### src/hw/rtl/csra_pkg.sv
`default_nettype none
package csra_pkg;

    localparam int BUF_BYTES = 64;
    localparam int LANES     = 8;
    localparam int ROWS      = BUF_BYTES / LANES;
    localparam int ROW_W     = $clog2(ROWS);
    localparam int POS_W     = $clog2(BUF_BYTES) + 1;

    localparam logic [1:0] SEG_SINGLE = 2'd0;
    localparam logic [1:0] SEG_FIRST  = 2'd1;
    localparam logic [1:0] SEG_MIDDLE = 2'd2;
    localparam logic [1:0] SEG_FINAL  = 2'd3;

    localparam logic KIND_DATA = 1'b0;
    localparam logic KIND_BOOT = 1'b1;

    localparam logic CFG_LOCAL_STATION = 1'b0;
    localparam logic CFG_BOOT_FUNC     = 1'b1;

    typedef logic [LANES-1:0][7:0] lane_data_t;

    typedef struct packed {
        logic             kind;
        logic [3:0]       cnt;
        logic [POS_W-1:0] len;
        logic [3:0]       func;
        logic [7:0]       src;
        logic             last;
    } word_meta_t;

endpackage
`default_nettype wire

### src/hw/rtl/csra_lane.sv
`default_nettype none
module csra_lane (
    input  wire logic                       aclk,
    input  wire logic [2:0]                 lane_id,
    input  wire logic                       wr_go,
    input  wire logic [csra_pkg::POS_W-1:0] wr_base,
    input  wire logic [3:0]                 wr_dlc,
    input  wire logic [63:0]                wr_payload,
    input  wire logic                       rd_en,
    input  wire logic [csra_pkg::ROW_W-1:0] rd_row,
    output logic [7:0]                      rd_byte
);
    import csra_pkg::*;

    logic [7:0]       mem [ROWS];
    logic [2:0]       src_idx;
    logic [POS_W-1:0] pos;
    logic             wr_en;
    logic [ROW_W-1:0] wr_row;
    logic [7:0]       wr_byte;

    // payload byte that lands in this lane for the given start offset
    assign src_idx = lane_id - wr_base[2:0];
    assign pos     = wr_base + POS_W'(src_idx);
    assign wr_en   = wr_go && ({1'b0, src_idx} < wr_dlc);
    assign wr_row  = pos[ROW_W+2:3];
    assign wr_byte = wr_payload[8*src_idx +: 8];

    always_ff @(posedge aclk) begin
        if (wr_en) begin
            mem[wr_row] <= wr_byte;
        end
    end

    always_ff @(posedge aclk) begin
        if (rd_en) begin
            rd_byte <= mem[rd_row];
        end
    end

endmodule
`default_nettype wire

### src/hw/rtl/csra_merge.sv
`default_nettype none
module csra_merge (
    input  wire logic                    aclk,
    input  wire logic                    aresetn,
    input  wire logic                    in_valid,
    input  wire csra_pkg::word_meta_t    in_meta,
    input  wire csra_pkg::lane_data_t    in_lanes,
    output logic                         in_ready,
    output logic                         m_tvalid,
    input  wire logic                    m_tready,
    // word_data[63:0], word_bytes[67:64], message_length[74:68],
    // function_code[78:75], source_station[86:79], zero pad [87]
    output logic [87:0]                  m_tdata,
    output logic                         m_tlast,
    // kind
    output logic                         m_tuser
);
    import csra_pkg::*;

    logic        valid_reg;
    logic [87:0] data_reg;
    logic        last_reg;
    logic        kind_reg;
    logic [63:0] word;

    always_comb begin
        for (int l = 0; l < LANES; l++) begin
            word[8*l +: 8] = (4'(l) < in_meta.cnt) ? in_lanes[l] : 8'h00;
        end
    end

    assign in_ready = !valid_reg || m_tready;

    always_ff @(posedge aclk) begin
        if (!aresetn) begin
            valid_reg <= 1'b0;
        end else if (in_ready) begin
            valid_reg <= in_valid;
        end
    end

    always_ff @(posedge aclk) begin
        if (in_ready && in_valid) begin
            data_reg <= {1'b0, in_meta.src, in_meta.func, in_meta.len, in_meta.cnt, word};
            last_reg <= in_meta.last;
            kind_reg <= in_meta.kind;
        end
    end

    assign m_tvalid = valid_reg;
    assign m_tdata  = data_reg;
    assign m_tlast  = last_reg;
    assign m_tuser  = kind_reg;

endmodule
`default_nettype wire

### src/hw/rtl/can_segment_reassembler.sv
`default_nettype none
// Rebuilds segmented messages from extended-ID CAN frames. A frame that
// completes nothing starts no readout, so such frames go back to back while
// no readout runs. A frame that completes a message (or a boot request to this
// station) starts a readout of max(1, ceil(len/8)) words, one word per cycle
// while the output accepts, from eight byte-lane stores of 8 rows each; the
// next frame is taken in the cycle the last word's row is read. The first word
// passes the sequencer, lane read registers and merge register to m_tvalid.
// Registers: index 0 local station (7 bits), index 1 boot function (4 bits).
module can_segment_reassembler (
    input  wire logic         aclk,
    input  wire logic         aresetn,
    input  wire logic         cfg_we,
    input  wire logic         cfg_index,
    input  wire logic [6:0]   cfg_data,
    input  wire logic         s_tvalid,
    output logic              s_tready,
    // ext_id[28:0], dlc[32:29], payload[96:33], zero pad [103:97]
    input  wire logic [103:0] s_tdata,
    output logic              m_tvalid,
    input  wire logic         m_tready,
    // word_data[63:0], word_bytes[67:64], message_length[74:68],
    // function_code[78:75], source_station[86:79], zero pad [87]
    output logic [87:0]       m_tdata,
    output logic              m_tlast,
    // kind
    output logic              m_tuser
);
    import csra_pkg::*;

    logic [6:0]       loc_station_reg;
    logic [3:0]       boot_func_reg;
    logic             session_reg, session_next;
    logic [7:0]       exp_seq_reg, exp_seq_next;
    logic [POS_W-1:0] gathered_reg, gathered_next;

    logic [28:0]      id;
    logic [3:0]       dlc_raw, dlc_sat;
    logic [63:0]      payload;
    logic [1:0]       seg;
    logic [7:0]       seq;
    logic [3:0]       func;
    logic [7:0]       src;
    logic [6:0]       dst;

    logic             accept, is_boot, seq_ok, fits, cont_ok;
    logic [POS_W:0]   fill_sum;
    logic             wr_go, done, res_go;
    logic [POS_W-1:0] wr_base, done_len, res_len, len_m1;

    logic             rd_active_reg, rd_active_next;
    logic [ROW_W-1:0] rd_word_reg, rd_word_next;
    logic [ROW_W-1:0] rd_last_reg, rd_last_next;
    logic             rd_kind_reg;
    logic [POS_W-1:0] rd_len_reg;
    logic [3:0]       rd_func_reg;
    logic [7:0]       rd_src_reg;

    logic             issue, issue_last, b_ready;
    logic             b_valid_reg;
    word_meta_t       b_meta_reg, issue_meta;
    logic [POS_W-1:0] word_base, word_rem;
    lane_data_t       lane_q;

    // frame decode
    assign id      = s_tdata[28:0];
    assign dlc_raw = s_tdata[32:29];
    assign payload = s_tdata[96:33];
    assign seg     = id[21:20];
    assign seq     = id[19:12];
    assign func    = id[11:8];
    assign src     = id[7:0];
    assign dst     = id[28:22];
    assign dlc_sat = (dlc_raw > 4'd8) ? 4'd8 : dlc_raw;

    assign accept   = s_tvalid && s_tready;
    assign is_boot  = (func == boot_func_reg) && (dst == loc_station_reg);
    assign seq_ok   = ({1'b0, seq} == ({1'b0, exp_seq_reg} + 9'd1));
    assign fill_sum = {1'b0, gathered_reg} + (POS_W+1)'(dlc_sat);
    assign fits     = fill_sum <= (POS_W+1)'(BUF_BYTES);
    assign cont_ok  = session_reg && seq_ok && fits;

    always_comb begin
        wr_go         = 1'b0;
        wr_base       = '0;
        done          = 1'b0;
        done_len      = '0;
        session_next  = session_reg;
        exp_seq_next  = exp_seq_reg;
        gathered_next = gathered_reg;
        case (seg)
            SEG_SINGLE: begin
                wr_go    = 1'b1;
                done     = 1'b1;
                done_len = POS_W'(dlc_sat);
            end
            SEG_FIRST: begin
                wr_go         = 1'b1;
                session_next  = 1'b1;
                exp_seq_next  = seq;
                gathered_next = POS_W'(dlc_sat);
            end
            default: begin
                wr_go   = cont_ok;
                wr_base = gathered_reg;
                if (cont_ok) begin
                    if (seg == SEG_MIDDLE) begin
                        exp_seq_next  = seq;
                        gathered_next = fill_sum[POS_W-1:0];
                    end else begin
                        done          = 1'b1;
                        done_len      = fill_sum[POS_W-1:0];
                        session_next  = 1'b0;
                        exp_seq_next  = '0;
                        gathered_next = '0;
                    end
                end
            end
        endcase
    end

    assign res_go  = accept && (is_boot || done);
    assign res_len = is_boot ? '0 : done_len;
    assign len_m1  = res_len - POS_W'(1);
    // index of the final word; an empty message still gives one word
    assign rd_last_next = (res_len == '0) ? '0 : len_m1[ROW_W+2:3];

    always_ff @(posedge aclk) begin
        if (!aresetn) begin
            loc_station_reg <= '0;
            boot_func_reg   <= '0;
        end else if (cfg_we) begin
            case (cfg_index)
                CFG_LOCAL_STATION: loc_station_reg <= cfg_data;
                CFG_BOOT_FUNC:     boot_func_reg   <= cfg_data[3:0];
                default: ;
            endcase
        end
    end

    always_ff @(posedge aclk) begin
        if (!aresetn) begin
            session_reg  <= 1'b0;
            exp_seq_reg  <= '0;
            gathered_reg <= '0;
        end else if (accept && !is_boot) begin
            session_reg  <= session_next;
            exp_seq_reg  <= exp_seq_next;
            gathered_reg <= gathered_next;
        end
    end

    // readout sequencer
    assign issue      = rd_active_reg && (!b_valid_reg || b_ready);
    assign issue_last = issue && (rd_word_reg == rd_last_reg);
    assign s_tready   = !rd_active_reg || issue_last;

    always_comb begin
        rd_active_next = rd_active_reg;
        rd_word_next   = rd_word_reg;
        if (res_go) begin
            rd_active_next = 1'b1;
            rd_word_next   = '0;
        end else if (issue_last) begin
            rd_active_next = 1'b0;
        end else if (issue) begin
            rd_word_next = rd_word_reg + ROW_W'(1);
        end
    end

    always_ff @(posedge aclk) begin
        if (!aresetn) begin
            rd_active_reg <= 1'b0;
            rd_word_reg   <= '0;
        end else begin
            rd_active_reg <= rd_active_next;
            rd_word_reg   <= rd_word_next;
        end
    end

    always_ff @(posedge aclk) begin
        if (res_go) begin
            rd_last_reg <= rd_last_next;
            rd_kind_reg <= is_boot ? KIND_BOOT : KIND_DATA;
            rd_len_reg  <= res_len;
            rd_func_reg <= func;
            rd_src_reg  <= src;
        end
    end

    assign word_base = POS_W'({rd_word_reg, 3'b000});
    assign word_rem  = rd_len_reg - word_base;

    always_comb begin
        issue_meta.kind = rd_kind_reg;
        issue_meta.len  = rd_len_reg;
        issue_meta.func = rd_func_reg;
        issue_meta.src  = rd_src_reg;
        issue_meta.last = (rd_word_reg == rd_last_reg);
        if (rd_len_reg <= word_base) begin
            issue_meta.cnt = 4'd0;
        end else if (word_rem >= POS_W'(8)) begin
            issue_meta.cnt = 4'd8;
        end else begin
            issue_meta.cnt = word_rem[3:0];
        end
    end

    always_ff @(posedge aclk) begin
        if (!aresetn) begin
            b_valid_reg <= 1'b0;
        end else if (issue) begin
            b_valid_reg <= 1'b1;
        end else if (b_ready) begin
            b_valid_reg <= 1'b0;
        end
    end

    always_ff @(posedge aclk) begin
        if (issue) begin
            b_meta_reg <= issue_meta;
        end
    end

    for (genvar l = 0; l < LANES; l++) begin : g_lane
        csra_lane u_lane (
            .aclk       (aclk),
            .lane_id    (3'(l)),
            .wr_go      (accept && !is_boot && wr_go),
            .wr_base    (wr_base),
            .wr_dlc     (dlc_sat),
            .wr_payload (payload),
            .rd_en      (issue),
            .rd_row     (rd_word_reg),
            .rd_byte    (lane_q[l])
        );
    end

    csra_merge u_merge (
        .aclk     (aclk),
        .aresetn  (aresetn),
        .in_valid (b_valid_reg),
        .in_meta  (b_meta_reg),
        .in_lanes (lane_q),
        .in_ready (b_ready),
        .m_tvalid (m_tvalid),
        .m_tready (m_tready),
        .m_tdata  (m_tdata),
        .m_tlast  (m_tlast),
        .m_tuser  (m_tuser)
    );

`ifndef SYNTHESIS
    a_fill_bound: assert property (@(posedge aclk) disable iff (!aresetn)
        gathered_reg <= POS_W'(BUF_BYTES))
        else $error("byte count past buffer size");

    a_closed_empty: assert property (@(posedge aclk) disable iff (!aresetn)
        !session_reg |-> (gathered_reg == '0) && (exp_seq_reg == '0))
        else $error("closed session holds state");

    a_boot_word: assert property (@(posedge aclk) disable iff (!aresetn)
        m_tvalid && (m_tuser == KIND_BOOT) |-> m_tlast && (m_tdata[74:0] == '0))
        else $error("boot result carries data");

    a_no_write_in_readout: assert property (@(posedge aclk) disable iff (!aresetn)
        accept && rd_active_reg |-> issue_last)
        else $error("frame taken while words still unread");
`endif

endmodule
`default_nettype wire
### config.mk
export PLATFORM = sky130hd
export DESIGN_NAME = can_segment_reassembler
export DESIGN_NICKNAME = d
export VERILOG_FILES = /design/src/hw/rtl/csra_pkg.sv /design/src/hw/rtl/csra_lane.sv /design/src/hw/rtl/csra_merge.sv /design/src/hw/rtl/can_segment_reassembler.sv
export SDC_FILE = /design/constraint.sdc
export NUM_CORES = 1
export LEC_CHECK = 0
export BUFFER_PORTS_ARGS = -buffer_cell sky130_fd_sc_hd__buf_2
export CORE_MARGIN = 5
export CORE_UTILIZATION = 55
export DETAILED_ROUTE_END_ITERATION = 12
export PLACE_DENSITY = 0.8
export SYNTH_ARGS = -nofsm -noshare
export SYNTH_HDL_FRONTEND = slang
export SYNTH_SLANG_ARGS = --single-unit
### constraint.sdc
create_clock -name aclk -period 21 [get_ports aclk]
set_input_delay 4.2 -clock aclk [delete_from_list [all_inputs] [get_ports aclk]]
set_output_delay 4.2 -clock aclk [all_outputs]
set_load 0.1 [all_outputs]
==> run summary, run 1 <==
The flow ran to the end, and the final reports show no timing, DRC or antenna violations. The post-synthesis to final-layout area growth is 13.5%, and the total power per unit cell area is 87.3 nW/um2. After floorplanning, the core was sized to cover 57,700 um2. The remaining design rule violation count is 0.

CTS placed an instance of sky130_fd_sc_hd__clkbuf_16 at the clock tree root. The post-synthesis share of cell area spent on full adders, half adders and majority gates was 0.0157. The switching power of the nets came out at 689 uW.

The sequential fraction of design power was 0.529. The floorplan has 88 rows. The run gives 0.068 as the relative contribution of combinational cells to total power.

The clock passes through at most 3 buffers. Worst voltage drop across the vdd grid: 0.0509 mV. The detailed placement HPWL was 48.8 mm. Leaving out fill and tap cells, the most frequent cell in the layout is sky130_fd_sc_hd__edfxtp_1. For the number of DRC violations after detailed-routing iteration 0, the log shows 1,981.

The clock-pin slew reported for the worst setup and hold paths after clock tree synthesis came out at 0.06 ns. The logs give 0.689 for the sequential cell area fraction in the yosys report and 0 for the global route total overflow. In this run the cell area of the synthesized design comes to 32,000 um2.

The worst setup path is captured at an output port. The smallest clock period supported by the final layout is computed as 9.76 ns. The number of cells produced by synthesis came out at 1,970.

The tools report the count of cells resized by post-cts repair as 0. Net switching fraction of the power: 0.217. More flip-flops sit in one register than any other, and that register is g_lane.u_lane.mem. The number of top-level design ports is 209. For the data arrival time of the critical path, the log shows 5.56 ns. STA puts the critical path data required time at 16.80 ns. The portion of netlist area occupied by mux cells works out to 0.144. Average cell area after synthesis: 16.3 um2. Iteration count of the initial detailed-routing pass: 5.

The number of I/O port buffers was 200; the transition time at the pin with the least slew margin was 1.17 ns. The floorplan step defined a die boundary enclosing 63,200 um2. Summed over all failing endpoints, the final setup total negative slack is 0 ns. Fill cells in the final layout number 4,020.

Synthesis produced a netlist with a net count of 2,126. Setup repair after global routing left no endpoint under its margin. The initial core utilization was 0.555.

The share of synthesized cell area in and, or, nand and nor gates is 0.0972. Of all nets on the critical path, the largest fanout is 5. Setup violations remaining at the end of the flow were counted as 0.

Timing analysis after detailed placement gives a worst setup slack of 11.27 ns. The detailed-routed wire length on met2 was 36.1 mm. The xor and xnor fraction of the mapped netlist area came out at 0.0160. The total count of max-transition violations in the final report is 0, and the die outline width is 251 um.

Among all flip-flop cells after synthesis, the most frequent one is sky130_fd_sc_hd__edfxtp_1. The tightest min-delay check is of the flip-flop to flip-flop type. The kind of cell with the highest combined delay along the critical path is buffers and inverters. TritonCTS built the clock tree.

Post-CTS timing repair inserted 0 buffers for setup. The number of placed instances, taps included is 2,888. The first global-routing pass estimated 112 mm of wire. The largest individual stage delay along the critical path comes from the cell sky130_fd_sc_hd__o41ai_4. In this run, synthesis inferred 713 flip-flops with an integrated enable. The worst setup path is of the input port to output port kind.

The hold-fix buffer count after cts is 0, and the number of max-cap violations is 0. Measured along the y axis, the die boundary spans 251 um. The layout net count was 2,353; the final worst slack was 11.24 ns. The tools report the count of endpoints failing hold in the final timing report as 0. The share of flip-flops with an asynchronous set or reset after synthesis was 0; the number of library cell types mapped by synthesis was 74. The final wirelength was 74.8 mm. The length of routed wiring on met1 was 27.2 mm. After synthesis, the largest family of logic cells by area is multiplexers. The tools report the number of clock buffers inserted by TritonCTS as 72.

The analysis attributes to cell leakage a power of 12.7 nW. The final period utilization came out at 0.465. The run gives 0.220 as the tightest slew margin relative to the limit.

In the detailed route, the total length drawn on met3 is 8.84 mm. The compound-gate portion of the synthesized area was 0.0229; the portion of total power attributed to the clock network was 0.403. Across the routed clock network, the largest skew measured is 0.0236 ns.

The H-tree was split into 3 levels. The ratio of cells with drive above 1 in the final layout was 0.252; the total number of vias was 18,200. The worst setup path is launched from an input port.

Most repeated library cell on the critical path: sky130_fd_sc_hd__buf_2. The highest cell delay on the worst timing path was 0.51 ns. The global-route usage over all layers was 0.236.

The tools report the achievable clock frequency as 102 MHz. The register with the most flip-flops in the layout has 512 of them. The remaining antenna violation count after routing came out at 0.

In the routed layout, each cell is associated on average with a via count of 6.03. The sink count of the clock tree was 746; the maximum number of pins on one net before global-route repair was 69. The logs give 18,600 for the number of global-route vias before repair and 2.48 mW for the internal power contribution.

The initial antenna violation count was 20. Traced cell by cell, the critical path runs through buf_2 > and3b_1 > o41ai_4 > buf_2. The tools report the overall power of the completed layout as 3.17 mW. The clock reaches the later pin of the worst-skew pair after 0.61 ns. The count of cells in the finished layout, fillers not included, comes to 3,027. In the layout the commonest cells are sky130_fd_sc_hd__edfxtp_1, sky130_fd_sc_hd__nand2_1, sky130_fd_sc_hd__buf_2. Warning count from the yosys run: 0. The number of buffers and inverters on the critical path is 2. The highest routed metal layer was met5. The per-cell routed wire length came out at 24.7 um. After synthesis the netlist holds a flip-flop and latch count of 746.

The run gives 0.867 as the final weighted congestion in routability-driven placement.
## worst register-to-register path: stages, from the launching register on
cell                       delay [ns]
sky130_fd_sc_hd__dfxtp_1         0.39
sky130_fd_sc_hd__nand2_1         0.09
sky130_fd_sc_hd__buf_4           0.34
sky130_fd_sc_hd__clkinv_1        0.94
sky130_fd_sc_hd__ha_1            0.65
sky130_fd_sc_hd__inv_1           0.11
sky130_fd_sc_hd__ha_1            0.30
sky130_fd_sc_hd__inv_2           0.18
sky130_fd_sc_hd__ha_1            0.25
sky130_fd_sc_hd__a21oi_1         0.16
sky130_fd_sc_hd__nor2_1          0.13
sky130_fd_sc_hd__nor4b_2         0.35
sky130_fd_sc_hd__nor2b_1         0.76
## synthesized netlist by cell type (3+ instances only)
cell type,count,area (um2)
sky130_fd_sc_hd__o211a_1,4,40.0
sky130_fd_sc_hd__a21oi_1,23,115
sky130_fd_sc_hd__nor4_1,11,68.8
sky130_fd_sc_hd__mux2_2,25,282
sky130_fd_sc_hd__nor4b_1,3,26.3
sky130_fd_sc_hd__mux2i_1,73,731
sky130_fd_sc_hd__o21a_1,6,45.0
sky130_fd_sc_hd__and3_1,17,106
sky130_fd_sc_hd__buf_2,6,30.0
sky130_fd_sc_hd__nand4_1,6,37.5
sky130_fd_sc_hd__mux4_2,160,3600
sky130_fd_sc_hd__a31oi_1,6,37.5
sky130_fd_sc_hd__clkbuf_1,48,180
sky130_fd_sc_hd__nor3b_1,8,60.1
sky130_fd_sc_hd__nor2_1,42,158
sky130_fd_sc_hd__dfxtp_1,33,661
sky130_fd_sc_hd__edfxtp_1,713,21400
sky130_fd_sc_hd__inv_2,3,11.3
sky130_fd_sc_hd__nor2b_1,78,488
sky130_fd_sc_hd__o21ai_0,18,90.1
sky130_fd_sc_hd__xor2_1,21,184
sky130_fd_sc_hd__and2_1,29,181
sky130_fd_sc_hd__buf_1,32,120
sky130_fd_sc_hd__a21boi_0,13,97.6
sky130_fd_sc_hd__nand3_1,15,75.1
sky130_fd_sc_hd__ha_1,37,463
sky130_fd_sc_hd__nor4b_2,3,45.0
sky130_fd_sc_hd__nor3_1,18,90.1
sky130_fd_sc_hd__clkinv_1,6,22.5
sky130_fd_sc_hd__xnor2_1,35,307
sky130_fd_sc_hd__nand2b_1,7,43.8
sky130_fd_sc_hd__and3b_1,3,26.3
sky130_fd_sc_hd__a22oi_1,6,45.0
sky130_fd_sc_hd__and4_1,4,35.0
sky130_fd_sc_hd__a21o_1,5,37.5
sky130_fd_sc_hd__inv_1,18,67.6
sky130_fd_sc_hd__nand2_1,384,1440
## final timing paths
kind	slack, ns	from	end	cells after the start
max reg2reg	15.96	gathered_reg[1]	g_lane[2].u_lane.mem[3][1]	12
min reg2reg	0.41	rd_src_reg[3]	b_meta_reg[4]	0
max	11.24	m_tready	s_tready	4
min	0.41	rd_src_reg[3]	b_meta_reg[4]	0
## logic make-up (layout without fill, tap and decap cells)
group / after synthesis / in the layout
compound gates: 102 / 102
xor+xnor: 57 / 57
fa+ha+maj: 39 / 39
buf+inv: 118 / 400
flops: 746 / 746
mux: 258 / 258
other cells: 1 / 11
simple gates: 649 / 649
## area by class of cell
type / count / area, um2 / area share
diodes: 10 / 25.0 / 0.000689
inverters: 27 / 101 / 0.00279
clock inverters: 39 / 363 / 0.00998
clock buffers: 90 / 1970 / 0.0543
repair buffers: 244 / 1330 / 0.0366
well taps: 765 / 957 / 0.0263
multi-input cells: 1106 / 9510 / 0.262
flip-flops and latches: 746 / 22100 / 0.608
## power groups by stage
| stage | combinational (mW) | clock, mW | sequential, mW |
|---|---|---|---|
| after detailed placement | 0.210 | 0 | 1.71 |
| after floorplan | 0.124 | 0 | 1.72 |
| after global placement | 0.201 | 0 | 1.71 |
| final | 0.215 | 1.28 | 1.68 |
| after CTS | 0.212 | 1.30 | 1.68 |
| after global routing | 0.229 | 1.37 | 1.68 |
## through the flow
step	area (um2)	hold WS, ns	util
floorplan	32000	0.400	-
global placement	34000	0.401	0.589
detailed placement	34000	0.405	0.589
CTS	36300	0.415	0.629
global route	36300	0.418	0.630
finish	36300	0.413	0.630
## layer usage
| layer | vias to the layer above | GRT usage |
|---|---|---|
| met4 | 22 | 0.0898 |
| met2 | 944 | 0.375 |
| li1 | 7981 | - |
| met5 | - | 0 |
| met3 | 181 | 0.0819 |
| met1 | 9121 | 0.303 |
Power figures use the tool's default switching activity.
==> run 2: changes to the inputs <==
ABC_AREA = 1   (was default)
PLACE_DENSITY = 0.83   (was 0.8)
clock period = 8 ns   (was 21 ns; I/O delays follow)
==> run 2 against run 1 <==
  * Global-route usage rose by 0.98 points
  * Worst hold slack gained 0.0053 ns
  * Setup slack got worse by 8.9 ns
  * Synthesized cell count up 51%
  * Non-clock buffer count is 19 lower
  * Routed wire length is 8.0% higher
  * Utilization decreased by 0.83 points
  * Die area is 1.5% higher
  * Combinational power grew to 3.7 times the previous value
  * Sequential power rose to 2.7 times the previous value
  * Register-to-register slack got worse by 13 ns
  * Highest routed layer is now met4
==> run summary, run 2 <==
The min-delay analysis places its worst path in the category flip-flop to flip-flop. For the global-route wire length before repair, the log shows 122 mm. Initial antenna violation count: 5. For the sequential fraction of design power, the log shows 0.512. Synthesis instantiated 43 different standard cells from the library. Final period utilization: 0.702.

The net switching fraction of the power works out to 0.239. Setup repair after global routing left no endpoint under its margin. When the netlist entered floorplanning its net count stood at 3,140. From bottom edge to top edge, the die measures 253 um. The top cell type's share of synthesized area was 0.658. In the post-synthesis netlist, the biggest area contributors are sky130_fd_sc_hd__edfxtp_1, sky130_fd_sc_hd__nor2_1, sky130_fd_sc_hd__o21ai_0, sky130_fd_sc_hd__nand2_1, sky130_fd_sc_hd__inv_1. For the pin with the worst max-slew slack, the measured transition is 1.39 ns. STA classifies the critical path endpoint as a flip-flop. The relative contribution of combinational cells to total power was 0.090; the number of DRC violations after detailed-routing iteration 0 was 2,834.

The logs give 0 for the hold-fix buffer count after cts and 3 for the number of H-tree branching levels. The core region is 58,800 um2. The number of flip-flops in the largest register came out at 512.

For the final database, setup skew stands at 0.0339 ns. The die covers 64,100 um2. Walking the worst path, the cells encountered are buf_2 > inv_1 > nand2_1 > inv_1 > ha_1 > fa_1 > nand3_1 > nand3_1 > nand2_1 > nand2_1 > nor2_1 > nand2_1 > nand2_1 > nand2_2 > nand2_4 > nand2_4 > inv_4 > o21ai_2 > nor3_1. The maximum number of pins on one net before global-route repair was 146; the count of cells resized by post-cts repair was 0.

The clock period minus worst slack is 5.62 ns, and the ratio of cells with drive above 1 in the final layout is 0.119. Share of flip-flops with an asynchronous set or reset after synthesis: 0. The die outline width is 253 um, and the total number of vias is 22,900. The run finished with clean final reports. After routing, the total negative slack on setup checks comes to 0 ns. The final wirelength came out at 80.8 mm.

The tools report the number of global-route vias before repair as 22,100. The root cell of the clock tree is sky130_fd_sc_hd__clkbuf_16. The logs give 73 for the number of clock buffers inserted by TritonCTS and 0.245 for the global-route usage over all layers. The most common cell in the synthesized netlist is sky130_fd_sc_hd__edfxtp_1. The portion of total power attributed to the clock network is 0.398, and the remaining antenna violation count after routing is 0. After layout, the design draws a total of 8.75 mW.

The slowest stage of the critical path is the sky130_fd_sc_hd__nor3_1 cell. Total power per unit cell area: 239 nW/um2. Derived from the worst setup path, the maximum achievable clock frequency is 178 MHz. During synthesis, Yosys emitted a total of 0 warnings. The tightest slew margin relative to the limit was 0.0630; the global route total overflow was 0.

The tree built by TritonCTS fans out to 746 sinks. The main flop type after synthesis is sky130_fd_sc_hd__edfxtp_1. g_lane.u_lane.mem holds more flip-flops than any other register. Synthesis produced a netlist whose cell count is 2,984. The routing usage on met1 is 0.312, and the number of standard-cell rows in the floorplan is 89.

Number of I/O port buffers: 200. The most utilized layer in the global route result is met2. The average instance in the mapped netlist occupies 10.9 um2. Of all cell types, the one taking the most synthesized area is sky130_fd_sc_hd__edfxtp_1. The per-cell via count in the routed design works out to 5.77. The highest cell delay on the worst timing path is 1.03 ns, and the iteration count of the initial detailed-routing pass is 9.

The type of the worst setup path was input port to flip-flop. The tools report the clock latency on the worst-skew pair as 0.62 ns. Counting stages on the worst path, the most repeated cell is sky130_fd_sc_hd__nand2_1. The worst-path maximum fanout is 16, and the data arrival time of the critical path is 5.84 ns.

The commonest cells after synthesis are sky130_fd_sc_hd__edfxtp_1, sky130_fd_sc_hd__nor2_1, sky130_fd_sc_hd__o21ai_0, sky130_fd_sc_hd__nand2_1, sky130_fd_sc_hd__inv_1. For this run, the post-layout net count is 3,292. Across the VDD grid, the largest voltage drop is 0.158 mV. The global routing met3 resource utilization was 0.0610.

The library cell used most frequently in the layout, excluding fill and tap cells, is sky130_fd_sc_hd__edfxtp_1. The logs give 0 for the number of max-cap violations and 8.23 ns for the required time of the critical path. For the number of top-level design ports, the log shows 209. In the layout the commonest cells are sky130_fd_sc_hd__edfxtp_1, sky130_fd_sc_hd__nor2_1, sky130_fd_sc_hd__o21ai_0. Setup violations remaining at the end of the flow were counted as 0.

The clock-pin slew reported for the worst setup and hold paths after clock tree synthesis is 0.06 ns, and the internal power contribution is 6.65 mW. Detailed placement finished with a half-perimeter wire length of 52.1 mm. The tools report the mapped cell area as 32,500 um2. The logs give 0 for the total count of max-transition violations in the final report and 0.553 for the initial core utilization. The analysis attributes to cell leakage a power of 13.8 nW.

STA classifies the critical path startpoint as an input port. The post-synthesis to final-layout area growth came out at 12.3%. Final weighted congestion in routability-driven placement: 0.952.

The clock passes through at most 3 buffers. The register bit total from synthesis was 746; the filler cell count was 4,370. The count of endpoints failing hold in the final timing report was 0; the number of enable flip-flop cells after synthesis was 713.

The run gives 0.678 as the sequential cell area fraction in the yosys report. The run gives 0 as the number of buffers inserted by post-CTS setup repair. The area occupied by registers came out at 22,100 um2. The tools report the met2 routing resource usage after global routing as 0.397. The switching power of the nets came out at 2.09 mW.

Summing all multi-input logic gate instances after layout gives 8840 um2. After detailed routing, the number of remaining DRC violations is 0. TritonCTS built the clock tree. The per-cell routed wire length works out to 20.4 um.
run 2: cell count changes after synthesis, sizes merged, moves of 60 or more:
cell / before / now
a31oi: 6 / 66
clkbuf: 49 / 109
inv: 21 / 277
mux2i: 73 / 0
mux4: 160 / 0
nor2: 42 / 632
nor2b: 78 / 0
o21a: 6 / 68
o21ai: 18 / 412
o22ai: 1 / 65
run 2: cell type report:
type,instances,share of cell area
sequential,746,0.604
multi-input combinational,1813,0.242
clock buffer,86,0.0536
timing repair buffer,225,0.0325
inverter,277,0.0289
tap,773,0.0265
clock inverter,45,0.0125
antenna,2,0.000137
run 2: metrics by stage:
step	utilization	area (um2)	hold WS, ns	setup slack (ns)	std cells
global placement	0.580	34100	0.400	2.07	3833
detailed placement	0.580	34100	0.405	1.88	3833
floorplan	-	32500	0.400	1.49	2984
global route	0.622	36500	0.425	2.08	3967
CTS	0.621	36500	0.419	2.44	3964
finish	0.622	36500	0.418	2.38	3967
run 2: metal layers:
metal	up-vias	wire length, um
met5	-	0
met3	253	8790
li1	10600	-
met4	0	4190
met1	10700	29800
met2	1379	38000
run 2: final timing paths:
path | startpoint | endpoint | slack (ns) | cells after the start
setup reg to reg | gathered_reg[1] | g_lane[6].u_lane.mem[1][2] | 3.28 | 10
hold reg to reg | rd_src_reg[3] | b_meta_reg[4] | 0.42 | 0
hold / removal | rd_src_reg[3] | b_meta_reg[4] | 0.42 | 0
setup / recovery | s_tdata[32] | g_lane[3].u_lane.mem[1][5] | 2.38 | 19
run 2: cells by family after synthesis:
| family | after synthesis | share of synthesized area |
|---|---|---|
| other | 1 | 0.000115 |
| XOR/XNOR | 33 | 0.00888 |
| flip-flops | 746 | 0.678 |
| AND/OR/NAND/NOR | 1064 | 0.129 |
| adder cells (fa/ha/maj) | 39 | 0.0155 |
| AO/OA/AOI/OAI | 676 | 0.118 |
| buffers and inverters | 425 | 0.0509 |
run 2: critical path: cells and delay by family:
kind,cells,cell delay (ns)
compound gates,1,0.21
buf+inv,4,1.06
fa+ha+maj,2,0.62
simple gates,12,2.32
run 2: power by group through the flow:
stage / Clock [mW] / Sequential, mW / Combinational (mW)
floorplan: 0 / 4.60 / 0.448
global placement: 0 / 4.56 / 0.731
detailed placement: 0 / 4.56 / 0.758
CTS: 3.51 / 4.48 / 0.766
global route: 3.67 / 4.48 / 0.849
finish: 3.48 / 4.48 / 0.788
